$ cat src/design/crcdf_pkg.sv
package crcdf_pkg;

  // byte position within one three-byte group
  localparam logic [1:0] POS_HIGH = 2'd0;
  localparam logic [1:0] POS_LOW  = 2'd1;
  localparam logic [1:0] POS_CRC  = 2'd2;

  localparam logic [7:0] CRC_POLY = 8'h31;
  localparam logic [7:0] CRC_INIT = 8'hFF;

  localparam logic [4:0] FRAME_WORDS_RESET = 5'd9;

  typedef struct packed {
    logic [15:0] word_value;
    logic [3:0]  word_index;
    logic        crc_ok;
    logic        last_word;
  } word_t;

  typedef struct packed {
    logic       emit;
    logic [1:0] pos;
  } framer_status_t;

  // crc-8, msb first, one byte folded in
  function automatic logic [7:0] crc8_feed(input logic [7:0] crc, input logic [7:0] b);
    logic [7:0] c;
    c = crc ^ b;
    for (int k = 0; k < 8; k++) begin
      if (c[7]) begin
        c = {c[6:0], 1'b0} ^ CRC_POLY;
      end else begin
        c = {c[6:0], 1'b0};
      end
    end
    return c;
  endfunction

  // index of the last word; zero acts as one word, above sixteen as sixteen
  function automatic logic [3:0] last_index(input logic [4:0] fw);
    logic [3:0] idx;
    if (fw == 5'd0) begin
      idx = 4'd0;
    end else if (fw[4]) begin
      idx = 4'd15;
    end else begin
      idx = fw[3:0] - 4'd1;
    end
    return idx;
  endfunction

endpackage

$ cat src/design/crcdf_rx_if.sv
interface crcdf_rx_if;
  logic       valid;
  logic       ready;
  logic [7:0] rx_byte;
  logic       frame_start;

  modport source (output valid, output rx_byte, output frame_start, input ready);
  modport sink (input valid, input rx_byte, input frame_start, output ready);
endinterface

$ cat src/design/crcdf_word_if.sv
interface crcdf_word_if;
  logic        valid;
  logic        ready;
  logic [15:0] word_value;
  logic [3:0]  word_index;
  logic        crc_ok;
  logic        last_word;

  modport source (output valid, output word_value, output word_index, output crc_ok,
                  output last_word, input ready);
  modport sink (input valid, input word_value, input word_index, input crc_ok,
                input last_word, output ready);
endinterface

$ cat src/design/crcdf_framer.sv
module crcdf_framer (
  input  logic                     clk,
  input  logic                     rst,
  input  logic                     take,
  input  logic [7:0]               rx_byte,
  input  logic                     frame_start,
  input  logic [3:0]               last_idx,
  output crcdf_pkg::word_t         result,
  output crcdf_pkg::framer_status_t status
);

  logic [1:0] pos;
  logic [7:0] high_byte;
  logic [7:0] low_byte;
  logic [7:0] crc;
  logic [3:0] word_counter;

  logic [1:0] pos_eff;
  logic [3:0] idx_eff;
  logic       last;

  always_comb begin
    if (frame_start) begin
      pos_eff = crcdf_pkg::POS_HIGH;
    end else begin
      case (pos)
        crcdf_pkg::POS_LOW: pos_eff = crcdf_pkg::POS_LOW;
        crcdf_pkg::POS_CRC: pos_eff = crcdf_pkg::POS_CRC;
        default:            pos_eff = crcdf_pkg::POS_HIGH;
      endcase
    end
  end

  assign idx_eff = frame_start ? 4'd0 : word_counter;
  assign last    = (idx_eff == last_idx);

  assign result.word_value = {high_byte, low_byte};
  assign result.word_index = idx_eff;
  assign result.crc_ok     = (crc == rx_byte);
  assign result.last_word  = last;

  assign status.emit = (pos_eff == crcdf_pkg::POS_CRC);
  assign status.pos  = pos;

  always_ff @(posedge clk) begin
    if (rst) begin
      pos          <= crcdf_pkg::POS_HIGH;
      crc          <= crcdf_pkg::CRC_INIT;
      word_counter <= 4'd0;
    end else if (take) begin
      case (pos_eff)
        crcdf_pkg::POS_LOW: begin
          crc <= crcdf_pkg::crc8_feed(crc, rx_byte);
          pos <= crcdf_pkg::POS_CRC;
          if (frame_start) begin
            word_counter <= 4'd0;
          end
        end
        crcdf_pkg::POS_CRC: begin
          crc          <= crcdf_pkg::CRC_INIT;
          pos          <= crcdf_pkg::POS_HIGH;
          word_counter <= last ? 4'd0 : idx_eff + 4'd1;
        end
        default: begin
          crc <= crcdf_pkg::crc8_feed(crcdf_pkg::CRC_INIT, rx_byte);
          pos <= crcdf_pkg::POS_LOW;
          if (frame_start) begin
            word_counter <= 4'd0;
          end
        end
      endcase
    end
  end

  // data bytes are always written before a crc beat reads them
  always_ff @(posedge clk) begin
    if (take) begin
      if (pos_eff == crcdf_pkg::POS_HIGH) begin
        high_byte <= rx_byte;
      end
      if (pos_eff == crcdf_pkg::POS_LOW) begin
        low_byte <= rx_byte;
      end
    end
  end

endmodule

$ cat src/design/crc_checked_word_deframer.sv
// a word leaves through the input register and then the result register after its crc beat is accepted
// throughput: one byte beat per cycle while no crc beat waits on a full result slot; one word per three
// beats; the crc-8 byte update is combinational logic between the input register and the framer state
// reset: synchronous, active high; clears byte position, word count, crc to 0xff,
// frame length to nine words, and empties both registers
module crc_checked_word_deframer (
  input  logic               clk,
  input  logic               rst,
  input  logic               cfg_write,
  input  logic [4:0]         cfg_data,
  crcdf_rx_if.sink           rx,
  crcdf_word_if.source       word
);

  // frame length kept as the index of the last word, clamped on write
  logic [3:0] last_idx;

  always_ff @(posedge clk) begin
    if (rst) begin
      last_idx <= crcdf_pkg::last_index(crcdf_pkg::FRAME_WORDS_RESET);
    end else if (cfg_write) begin
      last_idx <= crcdf_pkg::last_index(cfg_data);
    end
  end

  // input register: one byte beat waiting for the framer
  logic       s1_valid;
  logic [7:0] s1_byte;
  logic       s1_start;

  // result register
  logic              out_valid;
  crcdf_pkg::word_t  out_word;

  crcdf_pkg::word_t          fr_result;
  crcdf_pkg::framer_status_t fr_status;

  logic slot_free;
  logic s1_advance;
  logic out_load;

  // result slot can take a word if empty or draining this cycle
  assign slot_free  = !out_valid || word.ready;
  // data beats never need the slot; crc beats wait for it
  assign s1_advance = s1_valid && (!fr_status.emit || slot_free);
  assign out_load   = s1_advance && fr_status.emit;
  assign rx.ready   = !s1_valid || s1_advance;

  always_ff @(posedge clk) begin
    if (rst) begin
      s1_valid <= 1'b0;
    end else if (rx.ready) begin
      s1_valid <= rx.valid;
    end
  end

  always_ff @(posedge clk) begin
    if (rx.valid && rx.ready) begin
      s1_byte  <= rx.rx_byte;
      s1_start <= rx.frame_start;
    end
  end

  crcdf_framer u_framer (
    .clk         (clk),
    .rst         (rst),
    .take        (s1_advance),
    .rx_byte     (s1_byte),
    .frame_start (s1_start),
    .last_idx    (last_idx),
    .result      (fr_result),
    .status      (fr_status)
  );

  always_ff @(posedge clk) begin
    if (rst) begin
      out_valid <= 1'b0;
    end else if (out_load) begin
      out_valid <= 1'b1;
    end else if (word.ready) begin
      out_valid <= 1'b0;
    end
  end

  always_ff @(posedge clk) begin
    if (out_load) begin
      out_word <= fr_result;
    end
  end

  assign word.valid      = out_valid;
  assign word.word_value = out_word.word_value;
  assign word.word_index = out_word.word_index;
  assign word.crc_ok     = out_word.crc_ok;
  assign word.last_word  = out_word.last_word;

  // last-word flag agrees with the frame length in force
  a_last_flag: assert property (@(posedge clk) disable iff (rst)
    word.valid |-> (word.last_word == (word.word_index == last_idx)))
    else $error("last_word does not match word_index");

  // after a word is loaded into the result register the framer expects a high byte
  a_group_restart: assert property (@(posedge clk) disable iff (rst)
    out_load |=> (fr_status.pos == crcdf_pkg::POS_HIGH))
    else $error("byte position not reset after word");

  // a stuck input register must hold off new beats
  a_no_overrun: assert property (@(posedge clk) disable iff (rst)
    (s1_valid && !s1_advance) |-> !rx.ready)
    else $error("input beat accepted over a held beat");

  // a word is only loaded into a free or draining slot
  a_no_overwrite: assert property (@(posedge clk) disable iff (rst)
    (out_valid && !word.ready) |-> !out_load)
    else $error("result overwritten before taken");

endmodule

$ cat src/flat_wrapper.sv
// flat-port wrapper written by rule: the top's interface ports become plain ports
module crc_checked_word_deframer_flat 
  (clk, rst, cfg_write, cfg_data, rx_valid, rx_rx_byte, rx_frame_start, rx_ready, word_valid, word_word_value, word_word_index, word_crc_ok, word_last_word, word_ready);
  crcdf_rx_if rx_i ();
  crcdf_word_if word_i ();
  input  logic clk;
  input  logic rst;
  input  logic cfg_write;
  input  logic [4:0] cfg_data;
  input wire logic [$bits(rx_i.valid)-1:0] rx_valid;
  input wire logic [$bits(rx_i.rx_byte)-1:0] rx_rx_byte;
  input wire logic [$bits(rx_i.frame_start)-1:0] rx_frame_start;
  output wire logic [$bits(rx_i.ready)-1:0] rx_ready;
  output wire logic [$bits(word_i.valid)-1:0] word_valid;
  output wire logic [$bits(word_i.word_value)-1:0] word_word_value;
  output wire logic [$bits(word_i.word_index)-1:0] word_word_index;
  output wire logic [$bits(word_i.crc_ok)-1:0] word_crc_ok;
  output wire logic [$bits(word_i.last_word)-1:0] word_last_word;
  input wire logic [$bits(word_i.ready)-1:0] word_ready;
  assign rx_i.valid = rx_valid;
  assign rx_i.rx_byte = rx_rx_byte;
  assign rx_i.frame_start = rx_frame_start;
  assign rx_ready = rx_i.ready;
  assign word_valid = word_i.valid;
  assign word_word_value = word_i.word_value;
  assign word_word_index = word_i.word_index;
  assign word_crc_ok = word_i.crc_ok;
  assign word_last_word = word_i.last_word;
  assign word_i.ready = word_ready;
  crc_checked_word_deframer u_core (.clk(clk), .rst(rst), .cfg_write(cfg_write), .cfg_data(cfg_data), .rx(rx_i), .word(word_i));
endmodule
$ cat config.mk
export PLATFORM = sky130hd
export DESIGN_NAME = crc_checked_word_deframer_flat
export DESIGN_NICKNAME = d
export VERILOG_FILES = /design/src/design/crcdf_pkg.sv /design/src/design/crcdf_rx_if.sv /design/src/design/crcdf_word_if.sv /design/src/design/crcdf_framer.sv /design/src/design/crc_checked_word_deframer.sv /design/src/flat_wrapper.sv
export SDC_FILE = /design/constraint.sdc
export NUM_CORES = 1
export LEC_CHECK = 0
export CORE_ASPECT_RATIO = 1.1
export CORE_MARGIN = 4
export CORE_UTILIZATION = 30
export CTS_BUF_LIST = sky130_fd_sc_hd__clkbuf_8
export DETAILED_ROUTE_END_ITERATION = 10
export DONT_BUFFER_PORTS = 1
export PLACE_DENSITY = 0.44
export SLEW_MARGIN = 20
export SYNTH_ARGS = -nofsm -noshare
export SYNTH_HDL_FRONTEND = slang
export SYNTH_HIERARCHICAL = 1
export SYNTH_SLANG_ARGS = --single-unit
$ cat constraint.sdc
create_clock -name clk -period 2.8 [get_ports clk]
set_clock_uncertainty 0.05 [all_clocks]
set_input_delay 0.42 -clock clk [delete_from_list [all_inputs] [get_ports clk]]
set_output_delay 0.42 -clock clk [all_outputs]
set_load 0.01 [all_outputs]
# == Word level (Yosys, flattened, before mapping) ==
# Cells that the tools add are included.
# word_totals
regBits,67
in_bits,19
out_inout_bits,24
elab_cells,124
# classes
addsub,2
eq_ne,6
mux,69
bitwise_logic,18
n_reduce_logical,15
# ops
op,count
8-bit 2-to-1 mux,42
6-bit 2-to-1 mux,16
3-bit inverter,16
4-bit 2-to-1 mux,5
8-bit one-hot mux with 2 select lines,1
8-bit equality test,1
8-bit inverter,1
2-bit one-hot mux with 2 select lines,2
8-bit XOR,1
5-bit zero test,1
4-bit by 1-bit adder with 4-bit output (second input constant),1
2-bit by 1-bit equality test with 1-bit output (second input constant),2
2-bit equality test (second input constant),2
4-bit equality test,1
2-bit AND reduction,2
4-bit by 1-bit subtractor with 4-bit output (second input constant),1
1-bit logical AND,3
1-bit zero test,3
1-bit logical OR,3
2-bit zero test,1
1-bit 2-to-1 mux,2
2-bit 2-to-1 mux,1
2-bit nonzero test,1
2-bit OR reduction,1

# == Logic depth before layout (Yosys ltp) ==
# depth
ltp_word,42
depth_mapped,11
ltp_nobuf,8

# == Modules after synthesis ==
# Netlist, hierarchy kept.
# by_module_without_submodules
module,instances,cells_each,area_each_um2,seq_area_each_um2
crcdf_framer,1,182,1864.3,760.7
crc_checked_word_deframer,1,70,1248.7,1051.0

# == Least setup slack after synthesis ==
# Ideal clock, no wire load.
# synth_path
path_kind,register -> register
from,register u_core.s1_start
to,"register u_core.out_word, in the netlist u_core/word.crc_ok, enable pin"
t_arrival_ns,2.174
t_required_ns,2.349
path_slack_ns,0.175
path_stages_with_launch,8
synth_period_minus_slack_ns,2.625
cell_sequence,edfxtp_1 > clkbuf_1 > nor2_1 > nand2_1 > inv_1 > ha_1 > nand2_1 > nor2_1
# synth_lines
element,line,rtl
start: declaration,crc_checked_word_deframer.sv:29,logic s1_start;
start signal: assignment,crc_checked_word_deframer.sv:60,s1_start <= rx.frame_start;
end signal: assignment,crc_checked_word_deframer.sv:87,out_word <= fr_result;
end: declaration,crc_checked_word_deframer.sv:33,crcdf_pkg::word_t out_word;

==> results.cfg <==
[power_and_ir_drop]
p_per_area_mw_per_mm2 = 672
peakVddDrop_uv = 210
p_switching_uw = 592
swShare_pct = 25.4
power.leakage_nw = 1.23
p_seq_share_pct = 49.0
clockPowerShare_pct = 37.4
p_int_mw = 1.74
comb_power_share_pct = 13.6

[logic_synthesis]
syn_inst = 252
syn_nets = 277
yosys_warnings = 6
synth-seq-cells = 67
ys_seq_area_share_pct = 58.2
synthTopCellsByArea = edfxtp_1 45%, dfxtp_1 13%, xnor2_1 5.3%
yosysUniqueCellTypes = 46
synth_top_area_share_pct = 45.3
syn-cell-area_mm2 = 0.00311
syn_area_per_cell_um2 = 12.4
synth.largest_area_cell = edfxtp_1

[setup_path]
cp_data_required_time_ps = 3050
reg2reg_from = u_core/s1_start$_DFFE_PP_
ff2ff_path_depth = 7
crit_type = reg2reg
reg2reg_slack_ps = 500
endpoint_kind = register
rr_endpoint = u_core/u_framer/word_counter[3]$_SDFFE_PP0P_
cp.arrival_ps = 2550
critPathLaunchType = register
crit_fanout = 14

[min_path]
hold_start = rst
hold_path_end = u_core/s1_valid$_SDFFE_PP0P_
whs_path_depth = 1
hp-class = in2reg

[detailed_routing]
ant_nets = 0
vias = 1881
dr.pass1.iters = 6
wl_per_cell_um = 16.7
routed_wl_mm = 6.42
drc_errors = 0
drt-vias-per-instance = 4.90
drt_iter0_drc = 116

[sta]
finalCriticalPeriod_ps = 2300
period_share_pct = 82.1
rsz0062_at_grt = false
whs_ps = 81.9
finalHoldViolCount = 0
finalSetupViolCount = 0
timing.fmax_mhz = 435
slew_violations = 0
tns_ps = 0
worstMarginPinSlew_ps = 488
maxSlewHeadroom_pct = 67.3

[run]
maxCapViolCount = 0

[floorplanning]
die_height_um = 115
coreArea_mm2 = 0.00998
ios = 43
die_area_mm2 = 0.0121
fp-row-count = 38
initial_core_util_pct = 31.2
die_w_um = 105

[clocking]
cts_max_path_buffers = 2
cts_setup_buffers = 0
cts_resized = 0
cts_hold_buf = 0
htreeDepth = 3
worstSkewPairLatency_ps = 350
cts_tree = yes
cts-root-buf = clkbuf_8
cts_buffers = 9
cts_sinks = 67
clk_pin_slew_ps = 70

[run_status]
status = finished, final reports clean

[finish]
final_util_pct = 34.8
fin_nets = 284
syn2layout_area_growth_pct = 11.7
diodes = 0
drive_gt1_share_pct = 11.7
register_area_mm2 = 0.00181
multiInputGateArea_mm2 = 0.00121
fill_cells = 999

[place]
gp_congestion = 0.745
port_buffers = 0
hpwlAfterDp_mm = 4.53

[grt]
grt_start_max_net_pins = 23
grt_pass1_vias = 1908
antenna_found_initial = 0
track_usage_pct = 11.7
grt_pass1_wl_mm = 10.5
grt-ovfl-total = 0
==> worst max-delay path: stages, from the launching register on <==
cell and delay (ps):
edfxtp_1 390, or3b_1 420, ha_1 230, a21boi_1 290, buf_4 260, inv_2 140
nor4_1 300, a32o_1 160
==> kinds of logic (layout without fill, tap and decap cells) <==
family | Yosys count | in the layout | share of synthesized area, %
mux | 1 | 1 | 0.362
buf+inv | 21 | 33 | 3.01
fa+ha+maj | 6 | 6 | 2.41
compound gates | 60 | 60 | 12.2
flops | 67 | 67 | 58.2
simple gates | 57 | 57 | 9.49
xor+xnor | 40 | 40 | 14.3
==> power by group through the flow <==
stage / combinational [mW] / sequential, mW / clock (mW)
after floorplan: 0.267 / 1.15 / 0
after global placement: 0.317 / 1.17 / 0
after detailed placement: 0.317 / 1.17 / 0
after CTS: 0.319 / 1.14 / 0.910
after global routing: 0.353 / 1.15 / 0.952
final: 0.318 / 1.14 / 0.872
==> worst max path at each step <==
stage / startpoint / to / slack (ps) / cells after the start
global placement: u_core/s1_start$_DFFE_PP_ / u_core/u_framer/word_counter[3]$_SDFFE_PP0P_ / 580 / 7
floorplan: u_core/s1_start$_DFFE_PP_ / u_core/word.crc_ok$_DFFE_PP_ / 180 / 7
finish: u_core/s1_start$_DFFE_PP_ / u_core/u_framer/word_counter[3]$_SDFFE_PP0P_ / 500 / 7
CTS: u_core/s1_start$_DFFE_PP_ / u_core/u_framer/word_counter[3]$_SDFFE_PP0P_ / 490 / 7
detailed placement: u_core/s1_start$_DFFE_PP_ / u_core/u_framer/word_counter[3]$_SDFFE_PP0P_ / 520 / 7
global route: u_core/s1_start$_DFFE_PP_ / u_core/u_framer/word_counter[3]$_SDFFE_PP0P_ / 330 / 7
==> per-stage QoR <==
stage	area, um2	power (mW)	setup WS (ps)	instances
CTS	3480	2.37	491	384
global placement	3260	1.48	583	368
floorplan	3110	1.42	175	252
finish	3480	2.33	502	384
global route	3480	2.45	329	384
detailed placement	3260	1.48	522	368
==> flip-flops by register name, summed over array words and instances (netlist names) <==
register and cells:
u_core/word.last_word 1, u_core/last_idx 4, u_core/u_framer/word_counter 4, u_core/word.crc_ok 1, u_core/word.word_index 4, u_core/word.valid 1, u_core/s1_start 1, u_core/u_framer/crc 8
u_core/s1_valid 1, u_core/u_framer/low_byte 8, u_core/s1_byte 8, u_core/u_framer/high_byte 8, u_core/word.word_value 16, u_core/u_framer/pos 2
==> synth_stat cells (all sizes together) <==
master   instances
a211oi           6
a21boi           1
a21o             1
a21oi           19
a2bb2oi          1
a31oi            5
a32o             2
a41o             1
and2             2
and3             1
buf              5
clkbuf           5
dfxtp           20
edfxtp          47
ha               6
inv             11
mux2             1
nand2           18
nand2b           4
nand3            7
nand4            1
nor2            10
nor2b            4
nor3             2
nor4             4
nor4bb           2
o2111ai          2
o211ai           3
o21a             1
o21ai           14
o221a            1
o31a             1
o32ai            2
or3b             1
or4b             1
xnor2           23
xnor3            2
xor2            15
==> layer usage <==
metal | global-route usage (%) | part of all wire [%] | wire length (um)
met1 | 15.0 | 48 | 3050
met2 | 17.6 | 45 | 2900
met3 | 3.59 | 4.8 | 308
met4 | 6.56 | 2.5 | 161
met5 | 0 | 0 | 0
==> cells in the final DEF (no fill, tap or decap), types with 4 or more instances in the layout <==
cell type  netlist  final
edfxtp_1        47     47
dfxtp_1         20     20
a21oi_1         19     19
xnor2_1         19     19
nand2_1         18     18
xor2_1          13     13
inv_1           10     11
clkbuf_8         0      9
nor2_1          10      9
o21ai_0          8      8
nand3_1          7      7
o21ai_1          6      6
ha_1             6      6
buf_4            1      6
a211oi_1         6      6
a31oi_1          5      5
nor2b_1          4      4
nor4_1           4      4
==> area by class of cell <==
class	count	area share (%)
sequential	67	52.1
multi-input combinational	164	34.8
tap	120	4.32
clock buffer	9	3.56
clock inverter	7	2.70
timing repair buffer	6	1.30
inverter	11	1.19
Power figures use the tool's default switching activity.
